===== config.mk =====
export PLATFORM = sky130hd
export DESIGN_NAME = bytebeat_formula_generator_flat
export DESIGN_NICKNAME = d
export VERILOG_FILES = /design/src/design/bfg_pkg.sv /design/src/design/bfg_if.sv /design/src/design/bfg_mul.sv /design/src/design/bytebeat_formula_generator.sv /design/src/flat_wrapper.sv
export VERILOG_INCLUDE_DIRS = /design/src /design/src/design
export SDC_FILE = /design/constraint.sdc
export NUM_CORES = 2
export LEC_CHECK = 0
export BUFFER_PORTS_ARGS = -buffer_cell sky130_fd_sc_hd__buf_2
export CORE_MARGIN = 1.5
export CORE_UTILIZATION = 34
export DETAILED_ROUTE_END_ITERATION = 10
export PLACE_DENSITY = 0.53
export SKIP_LAST_GASP = 1
export SYNTH_ARGS = -nofsm -noshare
export SYNTH_HDL_FRONTEND = slang
export SYNTH_SLANG_ARGS = --single-unit

===== constraint.sdc =====
create_clock -name clk_i -period 21.9 [get_ports clk_i]
set_input_delay 4.38 -clock clk_i [delete_from_list [all_inputs] [get_ports clk_i]]
set_output_delay 4.38 -clock clk_i [all_outputs]
set_load 0.03 [all_outputs]

===== src/design/bytebeat_formula_generator_defines.svh =====
// assertion macros for the bytebeat formula generator
`ifndef BYTEBEAT_FORMULA_GENERATOR_DEFINES_SVH
`define BYTEBEAT_FORMULA_GENERATOR_DEFINES_SVH

// generic clocked assertion with asynchronous low reset
`define BFG_ASSERT_CLK(label, clk, rstn, prop) \
  label: assert property (@(posedge clk) disable iff (!rstn) prop) \
    else $error("bytebeat formula generator assertion failed");

// assertion on the block clock and reset
`define BFG_ASSERT(label, prop) \
  `BFG_ASSERT_CLK(label, clk_i, rst_ni, prop)

`endif


===== src/design/bfg_pkg.sv =====
// package with types, codes and helpers of the bytebeat formula generator
package bfg_pkg;

  typedef enum logic [1:0] {
    S_IDLE,
    S_FOLD,
    S_MUL,
    S_FIN
  } state_e;

  localparam logic [3:0] FN_SILENT_A = 4'd0;
  localparam logic [3:0] FN_01       = 4'd1;
  localparam logic [3:0] FN_02       = 4'd2;
  localparam logic [3:0] FN_SILENT_B = 4'd3;
  localparam logic [3:0] FN_04       = 4'd4;
  localparam logic [3:0] FN_05       = 4'd5;
  localparam logic [3:0] FN_06       = 4'd6;
  localparam logic [3:0] FN_07       = 4'd7;
  localparam logic [3:0] FN_08       = 4'd8;
  localparam logic [3:0] FN_09       = 4'd9;
  localparam logic [3:0] FN_FEEDBACK = 4'd10;
  localparam logic [3:0] FN_11       = 4'd11;
  localparam logic [3:0] FN_12       = 4'd12;
  localparam logic [3:0] FN_13       = 4'd13;
  localparam logic [3:0] FN_14       = 4'd14;
  localparam logic [3:0] FN_15       = 4'd15;

  // arithmetic shift right of a 32-bit word
  function automatic logic [31:0] sar32(input logic [31:0] x, input logic [4:0] s);
    return 32'($signed(x) >>> s);
  endfunction

  // number of multiplier passes per formula
  function automatic logic [1:0] num_mul(input logic [3:0] fn, input logic t12);
    logic [1:0] n;
    n = 2'd1;
    unique case (fn)
      FN_SILENT_A, FN_SILENT_B: n = 2'd0;
      FN_05, FN_06, FN_12:      n = 2'd2;
      FN_07:                    n = 2'd3;
      FN_14:                    n = t12 ? 2'd1 : 2'd0;
      default:                  n = 2'd1;
    endcase
    return n;
  endfunction

endpackage


===== src/design/bfg_if.sv =====
// request and sample channel interfaces of the bytebeat formula generator
interface bfg_in_if;
  logic        valid;
  logic        ready;
  logic [30:0] time_index;
  logic [3:0]  func;

  modport source (output valid, output time_index, output func, input ready);
  modport sink (input valid, input time_index, input func, output ready);
endinterface

interface bfg_out_if;
  logic              valid;
  logic              ready;
  logic signed [7:0] sample;

  modport source (output valid, output sample, input ready);
  modport sink (input valid, input sample, output ready);
endinterface


===== src/design/bfg_mul.sv =====
// shared 32x32 wrapping multiplier with registered product
module bfg_mul (
  input  logic        clk_i,
  input  logic [31:0] a_i,
  input  logic [31:0] b_i,
  output logic [31:0] p_o
);

  logic [31:0] p_q;

  always_ff @(posedge clk_i) begin
    p_q <= 32'(a_i * b_i);
  end

  assign p_o = p_q;

endmodule


===== src/design/bytebeat_formula_generator.sv =====
// Bytebeat formula generator top level: sequencer around one shared multiplier.
// Each request walks the sequencer states: formula 14 with t bit 12 set first runs
// mod-255 byte folding, then each formula makes its multiplier passes (up to 3) in turn.
// A new request is taken once the sequencer is idle, so one request is in flight at a time.
// Reset clears the sequencer, the output valid and the formula 10 feedback value.
`include "bytebeat_formula_generator_defines.svh"
module bytebeat_formula_generator (
  input  logic            clk_i,
  input  logic            rst_ni,
  bfg_in_if.sink          in_i,
  bfg_out_if.source       out_o
);

  bfg_pkg::state_e state_q, state_d;

  logic [30:0] t_q;
  logic [3:0]  fn_q;
  logic [30:0] fx_q;
  logic [1:0]  cnt_q;
  logic [1:0]  nmul_q;
  logic [31:0] pr0_q, pr1_q, pr2_q;
  logic [31:0] fb_q;
  logic        out_valid_q;
  logic [7:0]  sample_q;

  logic [31:0] tt, pp, op_a, op_b, res, fb_next, xs;
  logic [7:0]  rmod;
  logic        in_fire, fin_fire, fb_we, fold_more;

  assign tt        = {1'b0, t_q};
  assign in_fire   = in_i.valid && in_i.ready;
  assign fin_fire  = (state_q == bfg_pkg::S_FIN) && (!out_valid_q || out_o.ready);
  assign fb_we     = fin_fire && (fn_q == bfg_pkg::FN_FEEDBACK);
  assign fold_more = fx_q > 31'd255;
  assign rmod      = (fx_q[7:0] == 8'hFF) ? 8'd0 : fx_q[7:0];
  assign xs        = (tt >> 15) | (tt >> 8);

  bfg_mul u_mul (
    .clk_i (clk_i),
    .a_i   (op_a),
    .b_i   (op_b),
    .p_o   (pp)
  );

  // next state
  always_comb begin
    state_d = state_q;
    unique case (state_q)
      bfg_pkg::S_IDLE: begin
        if (in_fire) begin
          if (in_i.func == bfg_pkg::FN_14 && in_i.time_index[12]) state_d = bfg_pkg::S_FOLD;
          else state_d = bfg_pkg::S_MUL;
        end
      end
      bfg_pkg::S_FOLD: begin
        if (!fold_more) state_d = bfg_pkg::S_MUL;
      end
      bfg_pkg::S_MUL: begin
        if (cnt_q == nmul_q) state_d = bfg_pkg::S_FIN;
      end
      bfg_pkg::S_FIN: begin
        if (fin_fire) state_d = bfg_pkg::S_IDLE;
      end
      default: state_d = bfg_pkg::S_IDLE;
    endcase
  end

  // outputs
  always_comb begin
    in_i.ready = (state_q == bfg_pkg::S_IDLE);
  end

  assign out_o.valid  = out_valid_q;
  assign out_o.sample = sample_q;

  // multiplier operands per formula and pass
  always_comb begin
    op_a = tt;
    op_b = 32'd0;
    unique case (fn_q)
      bfg_pkg::FN_01: op_b = ((tt >> 12) | (tt >> 8)) & 32'd63 & (tt >> 4);
      bfg_pkg::FN_02: op_b = ((tt >> 5) | (tt >> 8)) >> tt[20:16];
      bfg_pkg::FN_04: op_b = ((tt >> 9) | (tt >> 13)) & 32'd25 & (tt >> 6);
      bfg_pkg::FN_05: begin
        if (cnt_q == 2'd0) op_b = 32'd123;
        else op_b = (tt >> 11) & (tt >> 8) & bfg_pkg::sar32(pp, 5'd3);
      end
      bfg_pkg::FN_06: begin
        if (cnt_q == 2'd0) begin
          op_a = tt >> 19;
          op_b = 32'd5;
        end else begin
          op_b = (tt >> {xs[1:0], 3'b000})
               & (32'd20 | (pp >> tt[4:0]) | (tt >> 3));
        end
      end
      bfg_pkg::FN_07: begin
        unique case (cnt_q)
          2'd0:    op_b = tt & (tt >> 13);
          2'd1: begin
            op_a = (32'd0 - tt) & 32'd4095;
            op_b = pp & 32'd255;
          end
          default: op_b = 32'd234 & (tt >> 8) & (tt >> 3);
        endcase
      end
      bfg_pkg::FN_08: op_b = (tt >> ((tt[13:9] | tt[12:8]))) & 32'd63 & (tt >> 4);
      bfg_pkg::FN_09: begin
        op_a = (tt >> 6) | tt | (tt >> tt[20:16]);
        op_b = 32'd10;
      end
      bfg_pkg::FN_FEEDBACK: op_b = ((tt >> 16) | (tt >> 6)) & (32'd69 & (tt >> 9));
      bfg_pkg::FN_11: op_b = tt | (tt >> 9) | (tt >> 7);
      bfg_pkg::FN_12: op_b = (cnt_q == 2'd0) ? 32'd5 : 32'd3;
      bfg_pkg::FN_13: begin
        op_a = (tt >> 7) | tt | (tt >> 6);
        op_b = 32'd10;
      end
      bfg_pkg::FN_14: op_b = tt ^ {24'd0, rmod};
      bfg_pkg::FN_15: op_b = (tt >> 8) | (tt >> 9);
      default: op_b = 32'd0;
    endcase
  end

  // final combine
  always_comb begin
    fb_next = bfg_pkg::sar32(fb_q, 5'd1) + bfg_pkg::sar32(fb_q, 5'd4) + pr0_q;
    res     = 32'd0;
    unique case (fn_q)
      bfg_pkg::FN_01, bfg_pkg::FN_02, bfg_pkg::FN_04, bfg_pkg::FN_08: res = pr0_q;
      bfg_pkg::FN_05, bfg_pkg::FN_06: res = pr1_q;
      bfg_pkg::FN_07: res = (pr1_q >> 12)
                          + (32'd127 & bfg_pkg::sar32(pr2_q, {3'd0, tt[15:14]}));
      bfg_pkg::FN_09: res = pr0_q + ((tt >> 11) & 32'd7);
      bfg_pkg::FN_FEEDBACK: res = fb_next;
      bfg_pkg::FN_11: res = pr0_q & ((tt >> 11) | (tt >> 9));
      bfg_pkg::FN_12: res = (pr0_q & (tt >> 7))
                          | (pr1_q & bfg_pkg::sar32(tt << 2, 5'd10));
      bfg_pkg::FN_13: res = pr0_q + (((tt & (tt >> 13)) | (tt >> 6)) << 2);
      bfg_pkg::FN_14: begin
        if (tt[12]) res = bfg_pkg::sar32(pr0_q | (tt >> 4), 5'd1);
        else res = (tt >> 3) | (tt[13] ? (tt << 2) : tt);
      end
      bfg_pkg::FN_15: res = (pr0_q & 32'd46 & (tt >> 8)) ^ ((tt & (tt >> 13)) | (tt >> 6));
      default: res = 32'd0;
    endcase
  end

  always_ff @(posedge clk_i or negedge rst_ni) begin
    if (!rst_ni) begin
      state_q     <= bfg_pkg::S_IDLE;
      cnt_q       <= 2'd0;
      fb_q        <= 32'd0;
      out_valid_q <= 1'b0;
    end else begin
      state_q <= state_d;
      if (in_fire) cnt_q <= 2'd0;
      else if (state_q == bfg_pkg::S_MUL) cnt_q <= cnt_q + 2'd1;
      if (fb_we) fb_q <= fb_next;
      if (fin_fire) out_valid_q <= 1'b1;
      else if (out_o.ready) out_valid_q <= 1'b0;
    end
  end

  always_ff @(posedge clk_i) begin
    if (in_fire) begin
      t_q    <= in_i.time_index;
      fn_q   <= in_i.func;
      fx_q   <= in_i.time_index;
      nmul_q <= bfg_pkg::num_mul(in_i.func, in_i.time_index[12]);
    end else if (state_q == bfg_pkg::S_FOLD && fold_more) begin
      fx_q <= (fx_q >> 8) + {23'd0, fx_q[7:0]};
    end
    if (state_q == bfg_pkg::S_MUL) begin
      unique case (cnt_q)
        2'd1:    pr0_q <= pp;
        2'd2:    pr1_q <= pp;
        2'd3:    pr2_q <= pp;
        default: ;
      endcase
    end
    if (fin_fire) sample_q <= res[7:0];
  end

  `BFG_ASSERT(a_busy_after_req, in_fire |=> !in_i.ready)
  `BFG_ASSERT(a_fb_only_f10, !$stable(fb_q) |-> $past(fb_we))
  `BFG_ASSERT(a_result_after_fin, fin_fire |=> out_valid_q && state_q == bfg_pkg::S_IDLE)

endmodule


===== src/flat_wrapper.sv =====
// flat-port wrapper written by rule: the top's interface ports become plain ports
module bytebeat_formula_generator_flat 
  (clk_i, rst_ni, in_i_valid, in_i_time_index, in_i_func, in_i_ready, out_o_valid, out_o_sample, out_o_ready);
  bfg_in_if in_i_i ();
  bfg_out_if out_o_i ();
  input  logic clk_i;
  input  logic rst_ni;
  input wire logic [$bits(in_i_i.valid)-1:0] in_i_valid;
  input wire logic [$bits(in_i_i.time_index)-1:0] in_i_time_index;
  input wire logic [$bits(in_i_i.func)-1:0] in_i_func;
  output wire logic [$bits(in_i_i.ready)-1:0] in_i_ready;
  output wire logic [$bits(out_o_i.valid)-1:0] out_o_valid;
  output wire logic [$bits(out_o_i.sample)-1:0] out_o_sample;
  input wire logic [$bits(out_o_i.ready)-1:0] out_o_ready;
  assign in_i_i.valid = in_i_valid;
  assign in_i_i.time_index = in_i_time_index;
  assign in_i_i.func = in_i_func;
  assign in_i_ready = in_i_i.ready;
  assign out_o_valid = out_o_i.valid;
  assign out_o_sample = out_o_i.sample;
  assign out_o_i.ready = out_o_ready;
  bytebeat_formula_generator u_core (.clk_i(clk_i), .rst_ni(rst_ni), .in_i(in_i_i), .out_o(out_o_i));
endmodule

======== Word-level counts from Yosys, hierarchy flattened ========
Index checks and enable logic that the tools add are counted.
cells by class
  reductions and logical operators ........ 22
  add/subtract/negate cells ............... 8
  bitwise logic cells ..................... 34
  shift-type cells ........................ 6
  magnitude comparators ................... 1
  eq/ne operators ......................... 32
  mux-type cells .......................... 26
  multipliers ............................. 1
operators by type and width
  kind                   number
  $pmux W32 S13          1
  $pmux W32 S4           1
  $mux W31               4
  $pmux W8 S10           1
  $mux W32               2
  $shr A31 B5 Y32        2
  $pmux W31 S2           1
  $and A6 B27 Y27        2
  $eq A4 B4 Y1 const B   10
  $add A31 B28 Y32       1
  $add A32 B32 Y32       1
  $and A23 B32 Y32       1
  $and A32 B32 Y32       1
  $mul A32 B32 Y32       1
  $or A32 B28 Y32        1
  $or A32 B32 Y32        1
  $or A8 B8 Y8           4
  $shr A26 B5 Y32        1
  $shr A32 B5 Y32        1
  $sshr A32 B2 Y7        1
  $and A31 B18 Y31       1
  $gt A31 B8 Y1 const B  1
  $or A24 B31 Y31        1
  $or A25 B31 Y31        1
  50 further kinds       88
word-level totals
  input port bits ......................... 39
  flip-flop bits (word level) ............. 229
  logic and storage cells ................. 143

======== Logic depth before layout (Yosys ltp) ========
  word-level depth ........................ 6
  depth in mapped cells ................... 41

======== Cells and area by module ========
Synthesis repeated with hierarchy kept, for this count alone.
unflattened totals
  cells, all modules ...................... 4,064
  area, all modules ....................... 35,515.3 sq um
by module, submodules not included
  module                      times used  cells an instance  area an instance (sq um)
  bytebeat_formula_generator  1           2,278              18,929.4
  bfg_mul                     1           1,786              16,585.9

======== Worst setup path after synthesis ========
Ideal clock, no wire load.
  kind .................................... flip-flop to flip-flop
  start point ............................. register u_core.t_q[0]
  end point ............................... register u_core.u_mul.p_q[30], in the netlist u_core.u_mul.p_o[30]
  library setup time ...................... 72 ps
  period minus slack after synthesis ...... 9,246 ps
  data arrival time ....................... 9,174 ps
  cell stages (with the launch flop) ...... 37
  setup slack ............................. 12,654 ps
  data required time ...................... 21,828 ps
  cells stage by stage .................... edfxtp_1 > buf_6 > buf_4 > buf_4 > buf_4 > inv_2 > ha_1 > or3b_1 > or3_1 > o41ai_2 > xnor2_1 > a2111oi_4 > clkbuf_1 > nor2_1 > fa_1 > fa_1 > fa_1 > inv_1 > fa_1 > inv_1 > fa_1 > inv_1 > fa_1 > inv_1 > fa_1 > inv_1 > fa_1 > inv_1 > ha_1 > a21o_1 > a21o_1 > a21oi_1 > a21boi_0 > a31oi_1 > a41o_1 > o41ai_1 > xnor2_1
on the way
  word-level cells in the longest chain between the ends .. 6
ends and longest elaborated chain
  element                 line                               RTL
  from (decl)             bytebeat_formula_generator.sv:16   logic [30:0] t_q;
  from (signal assigned)  bytebeat_formula_generator.sv:167  t_q <= in_i.time_index;
  $shr A32 B5 Y32         bytebeat_formula_generator.sv:94   & (32'd20 | (pp >> tt[4:0]) | (tt >> 3));
  $or A32 B28 Y32         bytebeat_formula_generator.sv:94
  $and A32 B32 Y32        bytebeat_formula_generator.sv:94
  $mux W32                bytebeat_formula_generator.sv:89   if (cnt_q == 2'd0) begin
  $pmux W32 S13           bytebeat_formula_generator.sv:80   unique case (fn_q)
  $mul A32 B32 Y32 *      bfg_mul.sv:12                      p_q <= 32'(a_i * b_i);
  to (signal assigned)    bfg_mul.sv:12
  to (decl)               bfg_mul.sv:9                       logic [31:0] p_q;
Every way passes the cells marked *; elsewhere a longest branch is shown, timed or not.
A chain may end at the register's enable or synchronous reset.

======== Final worst setup path ========
  start point ............................. register u_core.t_q[17]
  end point ............................... register u_core.u_mul.p_q[31], in the netlist u_core.u_mul.p_o[31]
on the way
  word-level cells in the longest chain between the ends .. 5
ends and longest elaborated chain
  element                                               line                                                                RTL
  $shr A31 B5 Y32, or another cell as far along         bytebeat_formula_generator.sv:93                                    op_b = (tt >> {xs[1:0], 3'b000})
  $and A32 B32 Y32 or $and A23 B32 Y32 (tied branches)  bytebeat_formula_generator.sv:94, bytebeat_formula_generator.sv:86
  $mux W32, on equally long branches                    bytebeat_formula_generator.sv:89, bytebeat_formula_generator.sv:85
  $pmux W32 S13                                         bytebeat_formula_generator.sv:80
  $mul A32 B32 Y32 *                                    bfg_mul.sv:12
Marks and branches as above.

==> results.toml <==
[detailed_routing]
drc = 0
vias_per_cell = 5.781
drtIter0Drc = 3520
wl_mm = 135.8
ant_nets = 0
firstDrtPassIters = 6
wire_per_inst_um = 25.28
vias = 31051

[global_routing]
grt_usage_pct = 25.26
antenna_found_initial = 5
grt_overflow = 0
grt_pass1_vias = 31091
grt_pass1_wl_mm = 204.2
grt_max_degree = 64

[sta]
setup_viol = 0
maxSlewViolCount = 0
grt_setup_unrepaired = "false"
clock-skew-final_ns = 0.02535
max_freq_mhz = 92.37
finalSetupTns_ns = 0
post-route-min-period_ns = 10.83
hold_viol = 0
fin_crit_sh_pct = 49.43
worst_slew_pin_slew_ns = 1.355
slew_headroom_pct = 8.740

[synthesis]
async_reset_ff_share_pct = 17.82
muxShareOfSynthArea_pct = 7.841
synth-edff-count = 134
synthAdderAreaFrac_pct = 31.41
postSynthAreaPerCell_um2 = 8.742
yosysSeqAreaShare_pct = 15.63
synth_cells = 4072
synth_top_flop_cell = "edfxtp_1"
synthesis.nets = 4739
synth_top_family_by_area = "adder cells"
synth.cell_area_um2 = 35600
synthSimpleGateAreaFrac_pct = 16.97
ys_warn_count = 0
synth-compound-area-share_pct = 15.08
synthDistinctLibCells = 106
yosys.area_share.xor_xnor_pct = 4.091
ys_seq_elements = 202

[finish]
nets = 4639
drive_above_1_share_pct = 10.45
layout_commonest_cell = "inv_1"
layout_common_cells = "inv_1 (524), fa_1 (443), nor2_1 (402)"
fin_cells = 5371
fillers = 10719
area_delta_synth_final_pct = 7.279
fin_util_pct = 36.85

[cts]
cts_resized = 0
cts_tree = "done"
clockBufferDepth = 3
path_clk_slew_ns = 0.07
clockRootBuffer = "clkbuf_16"
clkLatencyLatePin_ns = 0.58
cts_setup_buffers = 0
cts_sinks = 202
htreeDepth = 1
numCtsBuffers = 25
cts_hold_buf = 0

[die]
die_h_um = 326.6
initial_core_util_pct = 34.35
row_count = 118
core-area_um2 = 103600
dieArea_um2 = 106700
die_w_um = 326.6
io_pins = 49

[worst_setup_path]
critPathMaxStageDelay_ns = 0.99
worstSetupPathType = "reg -> reg"
cp.arrival_ns = 11.31
cp_num_cells = 34
worstSetupStartpoint = "u_core.t_q[17]$_DFFE_PP_"
worst_r2r_path_depth = 34
endpoint_kind = "flip-flop"
cp_max_fo = 63
worstPathRequired_ns = 22.39
rr_startpoint = "u_core.t_q[17]$_DFFE_PP_"
crit_family = "adder cells"
crit_buf_inv = 10
cp_slowest_cell = "clkinv_1"
start_kind = "flip-flop"

[flow_run]
maxCapViolCount = 0

[placed_design]
place_congestion = 0.9817
dp.final_hpwl_mm = 97.27
placedCellCount = 5325
portBuffers = 48

[min_path]
min_from = "u_core.fb_q[2]$_DFFE_PN0P_"
holdPathStages = 2
hold_path.class = "reg -> reg"

[status]
status = "completed"
-- through the flow --
step | area, um2 | setup slack (ns) | hold WS, ns
floorplan | 35600 | 12.65 | 0.4415
global placement | 37330 | 11.38 | 0.5035
detailed placement | 37330 | 11.25 | 0.5176
CTS | 38190 | 11.24 | 0.5323
global route | 38190 | 10.39 | 0.5607
finish | 38190 | 11.07 | 0.5278
-- sequential cells by signal, summed over array words and instances (netlist names) --
signal               count
u_core.out_o.sample      8
u_core.fx_q             31
u_core.state_q           2
u_core.u_mul.p_o        32
u_core.out_o.valid       1
u_core.fb_q             31
u_core.pr2_q            10
u_core.t_q              31
u_core.fn_q              4
u_core.pr0_q            32
u_core.cnt_q             2
u_core.pr1_q            16
u_core.nmul_q            2
-- layer usage --
| layer | share of wire, % | track usage [%] | wire length [um] |
|---|---|---|---|
| met4 | 4.4 | 9.551 | 5936 |
| met1 | 42 | 35.34 | 57340 |
| met5 | 0.046 | 0 | 63 |
| met2 | 43 | 38.13 | 58660 |
| met3 | 10 | 5.429 | 13770 |
-- cell families (layout without fill, tap and decap cells) --
logic type      Yosys count  in the layout
buf+inv                 819            737
simple gates           1269           1269
compound gates          818            818
mux                     180            180
xor+xnor                156            156
fa+ha+maj               628            628
flops                   202            202
other cells               0              1
-- synth_stat cells (all sizes together) (29+ instances only) --
| master | instances | area, um2 |
|---|---|---|
| dfrtp | 36 | 900.9 |
| clkbuf | 203 | 762.0 |
| dfxtp | 32 | 640.6 |
| a21oi | 220 | 1101 |
| ha | 185 | 2315 |
| nand2 | 360 | 1351 |
| a211oi | 30 | 230.2 |
| mux4 | 75 | 1693 |
| a31oi | 35 | 225.2 |
| nor2b | 66 | 420.4 |
| xor2 | 40 | 350.3 |
| mux2 | 35 | 397.9 |
| nor3 | 66 | 335.3 |
| or2 | 55 | 344.1 |
| buf | 85 | 437.9 |
| nand2b | 118 | 738.2 |
| o211ai | 36 | 270.3 |
| mux2i | 70 | 700.7 |
| inv | 528 | 1982 |
| fa | 443 | 8869 |
| and2 | 29 | 181.4 |
| o21ai | 194 | 970.9 |
| and3 | 29 | 181.4 |
| nor2 | 403 | 1513 |
| edfxtp | 134 | 4024 |
| nand3 | 50 | 250.2 |
| a21o | 47 | 352.8 |
| xnor2 | 110 | 970.9 |
-- worst paths after layout --
check                                               end  slack, ns
hold reg to reg              u_core.fb_q[2]$_DFFE_PN0P_       0.53
setup reg to reg           u_core.u_mul.p_o[31]$_DFF_P_      11.07
min in group asynchronous    u_core.fb_q[2]$_DFFE_PN0P_       3.94
max in group asynchronous   u_core.fb_q[31]$_DFFE_PN0P_      17.34
hold / removal               u_core.fb_q[2]$_DFFE_PN0P_       0.53
setup / recovery           u_core.u_mul.p_o[31]$_DFF_P_      11.07
-- final cells by class --
| cell class | instances | area (um2) | share of cell area, % |
|---|---|---|---|
| clock inverter | 18 | 196.4 | 0.5144 |
| inverter | 531 | 1993 | 5.219 |
| sequential | 202 | 5565 | 14.57 |
| timing repair buffer | 161 | 1089 | 2.850 |
| antenna | 1 | 2.502 | 0.006552 |
| clock buffer | 27 | 664.4 | 1.740 |
| multi-input combinational | 3051 | 26950 | 70.58 |
| tap | 1380 | 1727 | 4.521 |
-- worst min-delay path: cells and delay by family, from the launching register on --
kind	cells	cell delay [ns]
and+or+nand+nor	2	0.12
DFF	1	0.38
Power is not shown: default switching activity piles up to over one toggle a cycle in this logic, so the estimate is an artifact.
